## config.mk

```make
export PLATFORM = sky130hd
export DESIGN_NAME = cau_queue
export DESIGN_NICKNAME = d
export VERILOG_FILES = /design/src/design/cau_pkg.sv /design/src/design/cau_queue.sv
export SDC_FILE = /design/constraint.sdc
export NUM_CORES = 1
export LEC_CHECK = 0
export BUFFER_PORTS_ARGS = -buffer_cell sky130_fd_sc_hd__clkbuf_2
export CORE_MARGIN = 1.5
export CORE_UTILIZATION = 44
export CTS_BUF_LIST = sky130_fd_sc_hd__clkbuf_4
export DETAILED_ROUTE_END_ITERATION = 6
export PLACE_DENSITY = 0.61
export SLEW_MARGIN = 0
export SYNTH_ARGS = -nofsm -noshare
export SYNTH_HDL_FRONTEND = slang
export SYNTH_SLANG_ARGS = --single-unit
export TNS_END_PERCENT = 50
```

## constraint.sdc

```tcl
create_clock -name clk -period 4.9 [get_ports clk]
set_input_delay 0.245 -clock clk [delete_from_list [all_inputs] [get_ports clk]]
set_output_delay 0.245 -clock clk [all_outputs]
set_load 0.1 [all_outputs]
```

## src/design/cau_pkg.sv

```systemverilog
// Shared types, codes and saturation helper for the complex arithmetic unit.
`default_nettype none
package cau_pkg;

  localparam int DATA_W      = 32;
  localparam int PROD_W      = 64;
  localparam int WIDE_W      = 96;
  localparam int STEPS       = 32;
  localparam int MODE_W      = 4;
  localparam int STATUS_W    = 2;
  localparam int QUEUE_DEPTH = 4;
  localparam int QPTR_W      = 2;
  localparam int QCNT_W      = 3;

  localparam logic [MODE_W-1:0] MODE_ADD   = 4'd0;
  localparam logic [MODE_W-1:0] MODE_SUB   = 4'd1;
  localparam logic [MODE_W-1:0] MODE_MUL   = 4'd2;
  localparam logic [MODE_W-1:0] MODE_DIV   = 4'd3;
  localparam logic [MODE_W-1:0] MODE_CONJ  = 4'd4;
  localparam logic [MODE_W-1:0] MODE_MOD   = 4'd5;
  localparam logic [MODE_W-1:0] MODE_DIVR  = 4'd6;
  localparam logic [MODE_W-1:0] MODE_SCALE = 4'd7;
  localparam logic [MODE_W-1:0] MODE_EQ    = 4'd8;

  localparam logic [STATUS_W-1:0] ST_OK   = 2'd0;
  localparam logic [STATUS_W-1:0] ST_SAT  = 2'd1;
  localparam logic [STATUS_W-1:0] ST_DIVZ = 2'd2;

  localparam logic [DATA_W-1:0] POS_MAX = 32'h7FFF_FFFF;
  localparam logic [DATA_W-1:0] NEG_MAX = 32'h8000_0000;

  typedef enum logic [3:0] {
    K_NONE, K_ADD, K_SUB, K_MUL, K_DIV, K_CONJ, K_MOD, K_DIVR, K_SCALE, K_EQ
  } kind_t;

  typedef struct packed {
    kind_t              kind;
    logic               divz;
    logic [DATA_W-1:0]  a_re;
    logic [DATA_W-1:0]  a_im;
    logic [DATA_W-1:0]  b_re;
    logic [DATA_W-1:0]  b_im;
  } op_t;

  typedef struct packed {
    logic               sat;
    logic [DATA_W-1:0]  val;
  } sat_t;

  typedef struct packed {
    logic [WIDE_W-1:0]  rem;
    logic [DATA_W-1:0]  q;
    logic               neg;
    logic               ovf;
  } lane_t;

  typedef struct packed {
    kind_t              kind;
    logic               divz;
    logic [PROD_W-1:0]  den;
    lane_t              re;
    lane_t              im;
    logic [DATA_W-1:0]  pre_re;
    logic [DATA_W-1:0]  pre_im;
    logic               pre_sat;
    logic               eq;
  } stg_t;

  // clamp a wide two's complement value to 32 bits
  function automatic sat_t sat32(input logic [WIDE_W-1:0] v);
    sat_t r;
    r.sat = !((&v[WIDE_W-1:DATA_W-1]) || !(|v[WIDE_W-1:DATA_W-1]));
    if (r.sat) begin
      r.val = v[WIDE_W-1] ? NEG_MAX : POS_MAX;
    end else begin
      r.val = v[DATA_W-1:0];
    end
    return r;
  endfunction

endpackage
`default_nettype wire

```

## src/design/cau_queue.sv

```systemverilog
// Short queue of decoded operations between the front end and the datapath.
`default_nettype none
module cau_queue (
  input  wire logic          clk,
  input  wire logic          rst,
  input  wire logic          push,
  input  wire cau_pkg::op_t  push_op,
  output logic               full,
  input  wire logic          pop,
  output cau_pkg::op_t       head,
  output logic               empty
);

  cau_pkg::op_t                   entries [cau_pkg::QUEUE_DEPTH];
  logic [cau_pkg::QPTR_W-1:0]     wr_ptr;
  logic [cau_pkg::QPTR_W-1:0]     rd_ptr;
  logic [cau_pkg::QCNT_W-1:0]     count;
  logic                           do_push;
  logic                           do_pop;

  assign full    = (count == cau_pkg::QCNT_W'(cau_pkg::QUEUE_DEPTH));
  assign empty   = (count == '0);
  assign do_push = push && !full;
  assign do_pop  = pop && !empty;
  assign head    = entries[rd_ptr];

  always_ff @(posedge clk) begin
    if (rst) begin
      wr_ptr <= '0;
      rd_ptr <= '0;
      count  <= '0;
    end else begin
      if (do_push) wr_ptr <= wr_ptr + 1'b1;
      if (do_pop)  rd_ptr <= rd_ptr + 1'b1;
      case ({do_push, do_pop})
        2'b10:   count <= count + 1'b1;
        2'b01:   count <= count - 1'b1;
        default: count <= count;
      endcase
    end
  end

  always_ff @(posedge clk) begin
    if (do_push) begin
      entries[wr_ptr] <= push_op;
    end
  end

endmodule
`default_nettype wire

```

# Word level (Yosys, flattened, before mapping)
# Memories as Yosys holds them, arrays and structs flattened. A register that Yosys moved wholly into a read port is not among the register bits.
# Cells that the tools add are included.
totals:
  ff_bits: 7
  latchBits: 0
  ramBits: 532
  rom_bits: 0
  inputBits: 137
  wordCells: 22
  memories: 1
classes:
  addsub: 4
  n_mul: 0
  div_mod_pow: 0
  n_lt_le_gt_ge: 0
  eq_ne: 3
  shift: 0
  muxes: 5
  bitwise: 0
  n_reduce_logical: 6
mem_list:
  columns: ["name", "depth", "word_bits", "read_ports", "rd_clocked_by_memory_dff", "write_ports", "line", "source"]
  rows:
  - ["entries", 4, 133, 1, 1, 1, "cau_queue.sv:14", "cau_pkg::op_t entries [cau_pkg::QUEUE_DEPTH];"]
ops:
  columns: ["op", "n"]
  rows:
  - ["$pmux W3 S2", 1]
  - ["$add A2 B1 Y2 const B", 2]
  - ["$mux W2", 2]
  - ["$add A3 B1 Y3 const B", 1]
  - ["$eq A3 B3 Y1 const B", 1]
  - ["$logic_not A3 Y1", 1]
  - ["$sub A3 B1 Y3 const B", 1]
  - ["$eq A2 B1 Y1 const B", 1]
  - ["$eq A2 B2 Y1 const B", 1]
  - ["$logic_and A1 B1 Y1", 2]
  - ["$logic_not A1 Y1", 2]
  - ["$mux W1", 2]
  - ["$reduce_bool A2 Y1", 1]

# Longest topological paths before layout
depth:
  ltp_word: 5
  depth_mapped: 9

# Worst setup path after synthesis
# Ideal clock, no wire load.
synth_timing:
  path_type: "register -> register"
  startpoint: "reg count[2] (netlist bit)"
  endpoint: "mem entries[0][0] (netlist bit), enable pin"
  arrival_time_ns: 4.783
  slack_ns: -0.731
  path_stages_with_launch: 4
  path_cell_list: "dfxtp_1 > nor3b_1 > nor2_1 > and2_1"
synth_between:
  elab_chain_cells: 5
synth_lines:
  columns: ["item", "line", "source"]
  rows:
  - ["start, declared", "cau_queue.sv:17", "logic [cau_pkg::QCNT_W-1:0] count;"]
  - ["start signal, assigned", "cau_queue.sv:36", "2'b10: count <= count + 1'b1;"]
  - ["start signal, assigned", "cau_queue.sv:37", "2'b01: count <= count - 1'b1;"]
  - ["start signal, assigned", "cau_queue.sv:38", "default: count <= count;"]
  - ["$eq A3 B3 Y1", "cau_queue.sv:21", "assign full = (count == cau_pkg::QCNT_W'(cau_pkg::QUEUE_DEPTH));"]
  - ["net full", "cau_queue.sv:8", "output logic full,"]
  - ["$logic_not A1 Y1", "cau_queue.sv:23", "assign do_push = push && !full;"]
  - ["$logic_and A1 B1 Y1", "cau_queue.sv:23", null]
  - ["$mux W1", "cau_queue.sv:44", "if (do_push) begin"]
  - ["$mux W1 (implied by the code)", "cau_queue.sv:45", "entries[wr_ptr] <= push_op;"]
  - ["end, declared", "cau_queue.sv:14", null]
# The timed path passes the listed nets, and every way through them passes these cells.

==> impl_metrics.csv <==
group,metric,value,unit
status,status,"completed",
clock_tree,cts_resized,0,
clock_tree,cts_setup_buffers,0,
timing,final-hold-violation-count,0,
worst_hold_path,hp-class,"input pin to flop",
pwr,power_density,596,nW/µm²
floorplan,dieWidth,214,µm
grt,grt_overflow,0,
clock_tree,htreeDepth,4,
placement,place_congestion,0.730,
final_layout,final_common_cell,"edfxtp_1",
clock_tree,cts_tree,"done",
grt,first_global_vias,11500,
placement,portBuffers,271,
setup_path,cp.required,4.66,ns
placement,dp_hpwl,21.9,mm
timing,slew-limit-headroom,34.2,%
route,finalWirelength,40.4,mm
route,routedWlPerCell,19.2,µm
final_layout,drive_gt1_share,42.3,%
logic_synthesis,avgSynthCellArea,26.2,µm²
logic_synthesis,synth_cell_types,22,
timing,min_period,3.57,ns
clock_tree,cts_root_buffer,"clkbuf_4",
final_layout,post-route-util,59.0,%
timing,drv_slew,0,
route,drc,0,
clock_tree,cts.sinks,541,
logic_synthesis,synth_top_area_share,81.3,%
logic_synthesis,syn_nets,892,
floorplan,ioPinCount,272,
timing,tightest_slew,0.987,ns
grt,grt_start_max_net_pins,91,
timing,finalSetupViolations,0,
clock_tree,clock_latency,0.91,ns
floorplan,rows,77,
setup_path,critPathBufInv,2,
setup_path,crit_family,"flip-flops",
setup_path,cp_cell_sequence,"buf_4 -> mux4_2 -> clkbuf_2",
final_layout,final_cell_mix,"edfxtp_1, clkbuf_2, dlygate4sd3_1",
logic_synthesis,synth.cell_area,19600,µm²
flow_run,cap_violations,0,
pwr,total_power,15.5,mW
final_layout,nNetsFinal,1556,
floorplan,core_area,44100,µm²
setup_path,crit_type,"flop to output pin",
route,drt_iter0_drc,572,
placement,placed_cells_incl_taps,1598,
final_layout,final_cell_area,26000,µm²
pwr,vdd_drop_max,0.573,mV
setup_path,crit_arrival,3.32,ns
timing,tns,0,ns
setup_path,start_kind,"flop",
setup_path,critPathMaxFanout,44,
pwr,power_leakage,9.13,nW
final_layout,syn_to_final_growth,32.6,%
route,avgViaCountPerCell,4.92,
logic_synthesis,syn_inst,749,
setup_path,max_stage_delay,0.97,ns
logic_synthesis,yosysWarningCount,0,
clock_tree,cts_max_path_buffers,3,
timing,period_share,72.8,%
final_layout,fin_cells,2100,
floorplan,fp.dieH,214,µm
setup_path,critPathCaptureType,"output pin",
route,dr.pass1.iters,5,
route,ant_nets,0,
timing,rsz0062_at_grt,"no",
grt,antenna_found_initial,4,
grt,grt_usage,18.3,%
placement,place_area,21700,µm²
logic_synthesis,yosysSeqAreaShare,82.3,%
timing,hold_slack,0.154,ns
logic_synthesis,synth.largest_area_cell,"edfxtp_1",
floorplan,initial_core_util,44.5,%
route,vias,10300,
timing,fmax,0.280,GHz
clock_tree,cts_made_buffers,140,
timing,worst_slack,1.33,ns
timing,clock_skew,0.0298,ns
clock_tree,clkTransAtPathRegs,0.06,ns
floorplan,dieArea,45900,µm²
grt,grt_pass1_wl,62.6,mm
placement,pre_cts_ws,2.17,ns
setup_path,cp_slowest_cell,"dfxtp_4",
logic_synthesis,synth_area_leaders,"edfxtp_1, mux4_2, dfxtp_1",
logic_synthesis,ys_seq_elements,541,
[area by class of cell]
type,instances,area [µm²]
timing repair buffer,553,4190
inverter,8,30.0
sequential,541,16200
clock inverter,34,156
multi-input combinational,169,3270
fill,3314,18100
tap,592,741
clock buffer,198,1490
antenna,5,12.5
[synthesized netlist by cell type]
master and count:
inv_1 8, ha_1 5, mux4_2 133, and2_1 4
xor2_1 3, nor3b_1 1, edfxtp_1 532, nand2_1 1
buf_6 9, fa_1 1, dfxtp_1 9, clkbuf_1 6
nor2_1 6, nor3_1 1, buf_2 15, a21oi_1 4
o31ai_1 1, o21ai_0 3, buf_1 1, or3_1 3
mux2i_1 1, nand2b_1 2
[routing by layer]
layer	global-route usage, %	share of wire [%]	vias up
met1	22.1	41	5300
li1	-	-	4666
met2	29.5	50	316
met4	6.95	1.6	2
met5	0	0.032	-
met3	7.46	7.3	56
[worst paths after layout]
path,startpoint,to,slack (ns),cells past startpoint
min reg2reg,rd_ptr[1],flop,0.48,2
max,flop,head[119],1.33,3
min,push_op[115],entries[1][115],0.15,2
max reg2reg,count[2],entries[1][130],2.24,4
[sequential cells by signal (all words and copies together) (netlist names), named ones only]
signal	cells
wr_ptr	2
count	3
entries	532
rd_ptr	2
[report_power, final]
part           internal, mW  switching (mW)  leakage [nW]
combinational          1.39            4.81          3.17
sequential             5.53           0.224          4.96
clock                  1.90            1.68          1.00
total                  8.82            6.71          9.13
[timing repair]
item                                    4_1_cts  5_1_grt
hold buffers                                265        0
hold endpoints to repair                    541        0
endpoints found under the setup margin        0        0
[kinds of logic (layout without fill, tap and decap cells)]
kind of cell | after synthesis | count (layout) | share of synthesized area (%)
flops | 541 | 541 | 82.3
xor+xnor | 3 | 3 | 0.134
simple gates | 18 | 18 | 0.484
compound gates | 8 | 8 | 0.217
buf+inv | 39 | 793 | 1.18
other cells | 0 | 5 | 0
fa+ha+maj | 6 | 6 | 0.420
mux | 134 | 134 | 15.3
[worst register-to-register path, cell delays in order, from the launching register on]
cell	delay, ns
dfxtp_1	0.34
nor3b_2	0.18
nor2_1	0.35
and2_4	0.88
buf_4	0.53
No activity file was read; power rests on OpenSTA's default activity.
