--- src/design/cau_pkg.sv ---
// Shared types, codes and saturation helper for the complex arithmetic unit.
`default_nettype none
package cau_pkg;

  localparam int DATA_W      = 32;
  localparam int PROD_W      = 64;
  localparam int WIDE_W      = 96;
  localparam int STEPS       = 32;
  localparam int MODE_W      = 4;
  localparam int STATUS_W    = 2;
  localparam int QUEUE_DEPTH = 4;
  localparam int QPTR_W      = 2;
  localparam int QCNT_W      = 3;

  localparam logic [MODE_W-1:0] MODE_ADD   = 4'd0;
  localparam logic [MODE_W-1:0] MODE_SUB   = 4'd1;
  localparam logic [MODE_W-1:0] MODE_MUL   = 4'd2;
  localparam logic [MODE_W-1:0] MODE_DIV   = 4'd3;
  localparam logic [MODE_W-1:0] MODE_CONJ  = 4'd4;
  localparam logic [MODE_W-1:0] MODE_MOD   = 4'd5;
  localparam logic [MODE_W-1:0] MODE_DIVR  = 4'd6;
  localparam logic [MODE_W-1:0] MODE_SCALE = 4'd7;
  localparam logic [MODE_W-1:0] MODE_EQ    = 4'd8;

  localparam logic [STATUS_W-1:0] ST_OK   = 2'd0;
  localparam logic [STATUS_W-1:0] ST_SAT  = 2'd1;
  localparam logic [STATUS_W-1:0] ST_DIVZ = 2'd2;

  localparam logic [DATA_W-1:0] POS_MAX = 32'h7FFF_FFFF;
  localparam logic [DATA_W-1:0] NEG_MAX = 32'h8000_0000;

  typedef enum logic [3:0] {
    K_NONE, K_ADD, K_SUB, K_MUL, K_DIV, K_CONJ, K_MOD, K_DIVR, K_SCALE, K_EQ
  } kind_t;

  typedef struct packed {
    kind_t              kind;
    logic               divz;
    logic [DATA_W-1:0]  a_re;
    logic [DATA_W-1:0]  a_im;
    logic [DATA_W-1:0]  b_re;
    logic [DATA_W-1:0]  b_im;
  } op_t;

  typedef struct packed {
    logic               sat;
    logic [DATA_W-1:0]  val;
  } sat_t;

  typedef struct packed {
    logic [WIDE_W-1:0]  rem;
    logic [DATA_W-1:0]  q;
    logic               neg;
    logic               ovf;
  } lane_t;

  typedef struct packed {
    kind_t              kind;
    logic               divz;
    logic [PROD_W-1:0]  den;
    lane_t              re;
    lane_t              im;
    logic [DATA_W-1:0]  pre_re;
    logic [DATA_W-1:0]  pre_im;
    logic               pre_sat;
    logic               eq;
  } stg_t;

  // clamp a wide two's complement value to 32 bits
  function automatic sat_t sat32(input logic [WIDE_W-1:0] v);
    sat_t r;
    r.sat = !((&v[WIDE_W-1:DATA_W-1]) || !(|v[WIDE_W-1:DATA_W-1]));
    if (r.sat) begin
      r.val = v[WIDE_W-1] ? NEG_MAX : POS_MAX;
    end else begin
      r.val = v[DATA_W-1:0];
    end
    return r;
  endfunction

endpackage
`default_nettype wire

--- src/design/cau_front.sv ---
// Front end: takes input transfers, decodes the mode and flags zero divisors.
`default_nettype none
module cau_front (
  input  wire logic                          clk,
  input  wire logic                          rst,
  input  wire logic                          in_valid,
  output logic                               in_stall,
  input  wire logic [cau_pkg::MODE_W-1:0]    mode,
  input  wire logic [cau_pkg::DATA_W-1:0]    a_re,
  input  wire logic [cau_pkg::DATA_W-1:0]    a_im,
  input  wire logic [cau_pkg::DATA_W-1:0]    b_re,
  input  wire logic [cau_pkg::DATA_W-1:0]    b_im,
  output logic                               push,
  output cau_pkg::op_t                       push_op,
  input  wire logic                          q_full
);

  logic         fr_valid;
  logic         fr_valid_next;
  cau_pkg::op_t fr_op;
  cau_pkg::op_t dec_op;
  logic         accept;

  assign in_stall = fr_valid && q_full;
  assign accept   = in_valid && !in_stall;
  assign push     = fr_valid && !q_full;
  assign push_op  = fr_op;
  assign fr_valid_next = (fr_valid && !push) || accept;

  always_comb begin
    dec_op      = '0;
    dec_op.a_re = a_re;
    dec_op.a_im = a_im;
    dec_op.b_re = b_re;
    dec_op.b_im = b_im;
    unique case (mode)
      cau_pkg::MODE_ADD:   dec_op.kind = cau_pkg::K_ADD;
      cau_pkg::MODE_SUB:   dec_op.kind = cau_pkg::K_SUB;
      cau_pkg::MODE_MUL:   dec_op.kind = cau_pkg::K_MUL;
      cau_pkg::MODE_DIV: begin
        dec_op.kind = cau_pkg::K_DIV;
        dec_op.divz = (b_re == '0) && (b_im == '0);
      end
      cau_pkg::MODE_CONJ:  dec_op.kind = cau_pkg::K_CONJ;
      cau_pkg::MODE_MOD:   dec_op.kind = cau_pkg::K_MOD;
      cau_pkg::MODE_DIVR: begin
        dec_op.kind = cau_pkg::K_DIVR;
        dec_op.divz = (b_re == '0);
      end
      cau_pkg::MODE_SCALE: dec_op.kind = cau_pkg::K_SCALE;
      cau_pkg::MODE_EQ:    dec_op.kind = cau_pkg::K_EQ;
      default:             dec_op.kind = cau_pkg::K_NONE;
    endcase
  end

  always_ff @(posedge clk) begin
    if (rst) begin
      fr_valid <= 1'b0;
    end else begin
      fr_valid <= fr_valid_next;
    end
  end

  always_ff @(posedge clk) begin
    if (accept) begin
      fr_op <= dec_op;
    end
  end

endmodule
`default_nettype wire

--- config.mk ---
export PLATFORM = sky130hd
export DESIGN_NAME = cau_front
export DESIGN_NICKNAME = d
export VERILOG_FILES = /design/src/design/cau_pkg.sv /design/src/design/cau_front.sv
export SDC_FILE = /design/constraint.sdc
export NUM_CORES = 1
export LEC_CHECK = 0
export ABC_AREA = 1
export BUFFER_PORTS_ARGS = -buffer_cell sky130_fd_sc_hd__buf_2
export CAP_MARGIN = 10
export CORE_MARGIN = 2
export CORE_UTILIZATION = 38
export DETAILED_ROUTE_END_ITERATION = 12
export PLACE_DENSITY = 0.82
export REMOVE_ABC_BUFFERS = 1
export SLEW_MARGIN = 25
export SYNTH_ARGS = -nofsm -noshare
export SYNTH_HDL_FRONTEND = slang
export SYNTH_SLANG_ARGS = --single-unit
--- constraint.sdc ---
create_clock -name clk -period 7.14 [get_ports clk]
set_input_delay 0 -clock clk [delete_from_list [all_inputs] [get_ports clk]]
set_output_delay 0 -clock clk [all_outputs]
set_load 0.02 [all_outputs]
==> results of run 1 <==
[kinds of logic after synthesis]
kind of cell           after synthesis  share of synthesized area, %
DFF                                134                          92.3
and+or+nand+nor                     67                          6.70
buffers and inverters                6                         0.518
AOI/OAI and AO/OA                    4                         0.518
[per-stage QoR]
stage | cells | hold WS [ps] | setup slack (ps) | area [um^2]
3_5_place_dp | 626 | 168 | 4740 | 5900
2_1_floorplan | 211 | 69.1 | 491 | 4350
3_3_place_gp | 626 | 157 | 4840 | 5900
[Yosys cell counts, drive strengths merged]
library cell,count,area (um^2)
or2,1,6.26
nor3,2,21.3
a21oi,1,5.00
nand4,4,25.0
edfxtp,133,3990
nand2,14,52.6
o21ai,2,10.0
dfxtp,1,20.0
nor2,43,166
nand3,3,20.0
a22oi,1,7.51
inv,6,22.5
==> results_dict.tcl, run 1 <==
set metrics [dict create \
    row_count 39 \
    clockRootBuffer "clkbuf_16" \
    synth_warnings 0 \
    error "[ERROR RSZ-0060] Max buffer count reached." \
    die_w_um 111 \
    synth_cells 211 \
    netlist-cell-type-count 15 \
    ys_seq_area_share_pct 92.3 \
    io_buffers 270 \
    dpl.hpwl_mm 7.93 \
    cts_resized 0 \
    syn_avg_cell_area_um2 20.6 \
    place_congestion 0.824 \
    ios 271 \
    cts.sinks 134 \
    die_h_um 111 \
    postCtsSetupRepairBufs 0 \
    htreeDepth 4 \
    clockBufferDepth 2 \
    start_util_pct 38.6 \
    ctsHoldBuffers 132 \
    haltStage "clock tree synthesis" \
    outcome "stopped before the end" \
    cts_buffers 17 \
    ys_ff_latch 134 \
    synthesis.area_um2 4350 \
]
==> run 2, diff against run 1 <==
--- a/config.mk
+++ b/config.mk
@@ -9,9 +9,9 @@
 export BUFFER_PORTS_ARGS = -buffer_cell sky130_fd_sc_hd__buf_2
 export CAP_MARGIN = 10
 export CORE_MARGIN = 2
-export CORE_UTILIZATION = 38
+export CORE_UTILIZATION = 23
 export DETAILED_ROUTE_END_ITERATION = 12
-export PLACE_DENSITY = 0.82
+export PLACE_DENSITY_LB_ADDON = 0.15
 export REMOVE_ABC_BUFFERS = 1
 export SLEW_MARGIN = 25
 export SYNTH_ARGS = -nofsm -noshare
==> constraint.sdc (replaced) <==
create_clock -name clk -period 9.3 [get_ports clk]
set_input_delay 0 -clock clk [delete_from_list [all_inputs] [get_ports clk]]
set_output_delay 0 -clock clk [all_outputs]
set_load 0.02 [all_outputs]
==> run 2 against run 1 <==
The flow now finishes without violations. Synthesized cell count unchanged. Area after synthesis unchanged.
==> results_dict.tcl, run 2 <==
set metrics [dict create \
    outcome "finished clean" \
    die_w_um 142 \
    synth.most_common_cell "edfxtp_1" \
    hold_viol_final 0 \
    synth_top_area_share_pct 91.8 \
    slew_headroom_pct 47.8 \
    power_frac_clock_pct 44.3 \
    row_count 50 \
    ys_ff_latch 134 \
    grt_usage_pct 12.2 \
    peakVddDrop_uv 113 \
    drc 0 \
    wl_per_cell_um 13.8 \
    required_ps 9340 \
    gr-total-overflow 0 \
    area_growth_pct 83.5 \
    r2r-start "fr_valid$_SDFF_PP0_" \
    dr.pass1.iters 4 \
    slew_viol_final 0 \
    rrSetupSlack_ps 6440 \
    layout_min_cycle_time_ps 2860 \
    critPathMostFrequentCell "buf_4" \
    drt_wl_total_mm 12.2 \
    path_cells "nand2_1 > inv_1 > nor2_4 > buf_4 > buf_4" \
    post_route_cells_drive_above_1_share_pct 47.5 \
    antenna_found_initial 0 \
    p_sw_share_pct 22.7 \
    first_global_vias 3649 \
    p_leak_nw 3.38 \
    synth_edf_count 133 \
    critPathSlowestCell "buf_4" \
    drv_cap 0 \
    cts.sinks 134 \
    synthTopCellsByCount "edfxtp_1 (133), nor2_1 (41), nand2_1 (14)" \
    layout_commonest_cell "buf_2" \
    crit_type "flop to flop" \
    setup_ws_ps 6440 \
    r2r-end "push_op[121]$_DFFE_PP_" \
    dpl.hpwl_mm 8.56 \
    viasPerCell 3.86 \
    sequentialPowerShare_pct 44.5 \
    path_clk_slew_ps 60 \
    tns_ps 0 \
    critPathMaxStageDelay_ps 700 \
    ant_nets 0 \
    io_buffers 270 \
    pre_cts_slack_ps 6370 \
    synthFlopType "edfxtp_1" \
    final_cell_mix "buf_2 (270), dlygate4sd3_1 (134), edfxtp_1 (133)" \
    setup_viol 0 \
    synthesis.area_um2 4350 \
    netlist-cell-type-count 15 \
    diodes 0 \
    fp.dieArea_um2 20000 \
    cp-end-kind "flop" \
    yosysTopAreaCell "edfxtp_1" \
    grt_max_degree 54 \
    cp_data_arrival_time_ps 2900 \
    r2r_cells 5 \
    fmax_mhz 350 \
    final.period_utilization_pct 30.7 \
    rsz0062_at_grt "no" \
    synth.area.top_cells "edfxtp_1 (92%), nor2_1 (3.5%), nand2_1 (1.2%), nand4_1 (0.58%), inv_1 (0.52%)" \
    clockRootBuffer "clkbuf_16" \
    core-area_um2 18600 \
    clock_skew_ps 6.01 \
    p_switching_w 0.000365 \
    worstSkewPairLatency_ps 410 \
    grt_pass1_wl_mm 18.3 \
    htreeDepth 4 \
    path_buf_inv 3 \
    cts_buffers 17 \
    start_util_pct 23.3 \
    hp-class "input pin to flop" \
    ys_seq_area_share_pct 92.3 \
    critPathTopFamily "buffers and inverters" \
    hp-start "mode[0]" \
    place_congestion 0.709 \
    ios 271 \
    power_density_nw_per_um2 201 \
    synth_cells 211 \
    synthArstFlopShare_pct 0 \
    drt_iter0_markers 92 \
    p_int_w 0.00124 \
    syn_avg_cell_area_um2 20.6 \
    nNetsFinal 772 \
    clockBufferDepth 2 \
    tightest_slew_ps 780 \
    path_max_fanout 53 \
    vias 3407 \
    cts_tree "yes" \
    largest_register_ffs 133 \
    comb_power_share_pct 11.2 \
    synth_warnings 0 \
    die_h_um 142 \
    hold_depth 4 \
    worst_setup_path_start_kind "flop" \
    min_to "push_op[130]$_DFFE_PP_" \
]
==> run 2: cell counts after synthesis <==
No cell type changed its count.
==> run 2: per-stage QoR <==
step	instance area, um^2	total power [W]	instances	hold WS (ps)	util [%]
CTS	7990	0.00163	883	6.90	42.8
global route	7990	0.00168	883	89.9	42.8
detailed placement	6020	0.000865	717	160	32.3
finish	7990	0.00161	883	44.6	42.8
global placement	6020	0.000863	717	157	32.3
floorplan	4350	0.000798	211	69.1	-
==> run 2: layout make-up <==
class | count | area, um^2
Multi-Input combinational cell | 71 | 322
Inverter | 6 | 22.5
Clock inverter | 14 | 198
Timing Repair Buffer | 406 | 2710
Clock buffer | 18 | 429
Fill cell | 1758 | 10700
Sequential cell | 134 | 4010
Tap cell | 234 | 293
==> run 2: power by group through the flow <==
stage | clock (W) | sequential (W) | combinational, W
after floorplan | 0 | 0.000780 | 0.0000171
after global placement | 0 | 0.000727 | 0.000136
after detailed placement | 0 | 0.000728 | 0.000137
after CTS | 0.000733 | 0.000715 | 0.000182
after global routing | 0.000765 | 0.000719 | 0.000193
final | 0.000711 | 0.000715 | 0.000180
==> run 2: how the worst max path moves through the flow <==
stage                              startpoint                     end  slack, ps  cells after the start
after global routing      fr_valid$_SDFF_PP0_   push_op[79]$_DFFE_PP_       6190                      5
after global placement    fr_valid$_SDFF_PP0_  push_op[102]$_DFFE_PP_       6470                      5
after floorplan           fr_valid$_SDFF_PP0_    push_op[0]$_DFFE_PP_       2650                      3
after detailed placement  fr_valid$_SDFF_PP0_  push_op[102]$_DFFE_PP_       6370                      5
final                     fr_valid$_SDFF_PP0_  push_op[121]$_DFFE_PP_       6440                      5
after CTS                 fr_valid$_SDFF_PP0_  push_op[106]$_DFFE_PP_       6350                      5
==> run 2: worst reg2reg max path, delay by kind of cell (launching register included) <==
family / cells / cell delay [ps]
simple gates: 2 / 680
buf+inv: 3 / 1460
flops: 1 / 310
==> run 2: logic make-up after synthesis <==
group / after synthesis / share of synthesized area (%)
AO/OA/AOI/OAI: 4 / 0.518
buffers and inverters: 6 / 0.518
flip-flops: 134 / 92.3
AND/OR/NAND/NOR: 67 / 6.70
==> run 2: what timing repair did <==
item | CTS | global route
endpoints found under the hold margin | 131 | 0
resized for setup | 0 | 0
buffers inserted | 0 | 0
hold buffers | 134 | 0
==> run 2: routing by layer <==
metal	share of wire [%]	routed length (um)	GRT usage, %
met1	41	5030	13.8
met4	1.0	126	3.79
met2	50	6090	20.8
met5	0	0	0
met3	8.0	980	5.20
No activity file was read; power rests on OpenSTA's default activity.
==> run 3, diff against run 2 <==
==> constraint.sdc (replaced) <==
create_clock -name clk -period 2.4 [get_ports clk]
set_input_delay 0 -clock clk [delete_from_list [all_inputs] [get_ports clk]]
set_output_delay 0 -clock clk [all_outputs]
set_load 0.02 [all_outputs]
==> run 3 against run 2 <==
Critical path depth is 1 lower. Die area stayed put. Count of clock-buffer cells in the layout is 1 lower. Via count is 0.53% higher. Register-to-register slack worse by 5600 ps. Setup slack worse by 5600 ps. Sequential cell count stayed put. Highest routed layer unchanged.
==> results_dict.tcl, run 3 (synthesis gave the netlist of run 2 again) <==
set metrics [dict create \
    outcome "finished clean" \
    dr.pass1.iters 4 \
    antenna_found_initial 0 \
    worstSkewPairLatency_ps 410 \
    critPathMaxStageDelay_ps 400 \
    drt_iter0_markers 118 \
    ant_nets 0 \
    critPathTopFamily "buffers and inverters" \
    path_max_fanout 105 \
    fmax_mhz 659 \
    place_congestion 0.707 \
    p_sw_share_pct 22.8 \
    hp-class "input pin to flop" \
    die_h_um 142 \
    vias 3425 \
    fp.dieArea_um2 20000 \
    wl_per_cell_um 13.8 \
    io_buffers 270 \
    slew_headroom_pct 58.0 \
    dpl.hpwl_mm 8.41 \
    place_inst 717 \
    required_ps 2440 \
    tns_ps 0 \
    final_cell_mix "buf_2 (270), dlygate4sd3_1 (134), edfxtp_1 (133)" \
    critPathSlowestCell "buf_12" \
    power_density_nw_per_um2 763 \
    core-area_um2 18600 \
    p_switching_w 0.00139 \
    clockRootBuffer "clkbuf_16" \
    first_global_vias 3656 \
    final.period_utilization_pct 63.2 \
    start_util_pct 23.3 \
    hold_viol_final 0 \
    gr-total-overflow 0 \
    tightest_slew_ps 629 \
    rsz0062_at_grt "no" \
    slew_viol_final 0 \
    row_count 50 \
    clockBufferDepth 2 \
    drc 0 \
    rrSetupSlack_ps 880 \
    crit_type "flop to flop" \
    final_cell_area_um2 7960 \
    cp_data_arrival_time_ps 1550 \
    htreeDepth 4 \
    sequentialPowerShare_pct 45.7 \
    comb_power_share_pct 11.5 \
    path_cells "nand2_1 > inv_1 > nor2_4 > buf_12" \
    area_growth_pct 82.9 \
    viasPerCell 3.88 \
    drv_cap 0 \
    drt_wl_total_mm 12.2 \
    worst_setup_path_start_kind "flop" \
    grt_usage_pct 11.7 \
    setup_viol 0 \
    cts_tree "yes" \
    p_leak_nw 3.37 \
    die_w_um 142 \
    grt_pass1_wl_mm 17.9 \
    post_route_cells_drive_above_1_share_pct 47.1 \
    placed_cell_area_um2 6030 \
    power_frac_clock_pct 42.8 \
    final_cells 882 \
    postCtsSetupRepairBufs 0 \
    clock_skew_ps 13.4 \
    cp-end-kind "flop" \
    layout_commonest_cell "buf_2" \
    p_int_w 0.00468 \
    path_clk_slew_ps 60 \
    diodes 0 \
    cts_buffers 17 \
    grt_max_degree 106 \
    ios 271 \
    largest_register_ffs 133 \
    nNetsFinal 772 \
    layout_min_cycle_time_ps 1520 \
    path_buf_inv 2 \
    cts.sinks 134 \
    peakVddDrop_uv 444 \
]
==> run 3: cell count changes in the layout (fill, tap and decap cells not counted), sizes merged <==
cell / before / now
clkinv: 4 / 8
clkinvlp: 2 / 1
bufinv: 4 / 3
clkbuf: 18 / 17
inv: 10 / 8
==> run 3: path summary, 6_finish.rpt <==
check,from,endpoint,depth (start not counted)
worst min-delay path,mode[0],push_op[130]$_DFFE_PP_,4
worst max-delay path,fr_valid$_SDFF_PP0_,push_op[95]$_DFFE_PP_,4
worst max register to register,fr_valid$_SDFF_PP0_,push_op[95]$_DFFE_PP_,4
worst min register to register,fr_valid$_SDFF_PP0_,push_op[90]$_DFFE_PP_,4
==> run 3: power groups by stage <==
stage	Sequential, W	Clock [W]	Combinational [W]
global placement	0.00282	0	0.000528
CTS	0.00277	0.00268	0.000709
floorplan	0.00302	0	0.0000664
global route	0.00278	0.00276	0.000751
detailed placement	0.00282	0	0.000535
finish	0.00277	0.00260	0.000699
==> run 3: final cells by class <==
class | instances | area (um^2)
sequential | 134 | 4010
fill | 1761 | 10700
multi-input combinational | 71 | 322
clock inverter | 14 | 159
tap | 234 | 293
timing repair buffer | 406 | 2720
inverter | 6 | 22.5
clock buffer | 17 | 425
==> run 3: through the flow <==
step	utilization, %	power (W)	hold slack, ps	setup WS, ps
2_1_floorplan	-	0.00309	69.1	-4250
3_3_place_gp	32.3	0.00334	155	979
3_5_place_dp	32.3	0.00335	162	911
4_1_cts	42.7	0.00616	3.59	896
5_1_grt	42.7	0.00630	58.9	817
6_report	42.7	0.00607	29.6	882
==> run 3: layer usage <==
| metal | part of all wire, % | vias to the layer above | track usage, % |
|---|---|---|---|
| met4 | 1.4 | 0 | 4.05 |
| li1 | - | 1644 | - |
| met1 | 40 | 1601 | 12.8 |
| met2 | 50 | 167 | 20.2 |
| met3 | 9.0 | 13 | 5.43 |
| met5 | 0 | - | 0 |
==> run 3: worst register-to-register path: stages, from the launching register on <==
cell	delay, ps
dfxtp_1	320
nand2_1	90
inv_1	80
nor2_4	110
buf_12	400
==> run 3: repair_timing <==
action / 4_1_cts / 5_1_grt
gates resized for setup: 0 / 0
hold endpoints to repair: 131 / 0
hold buffers: 134 / 0
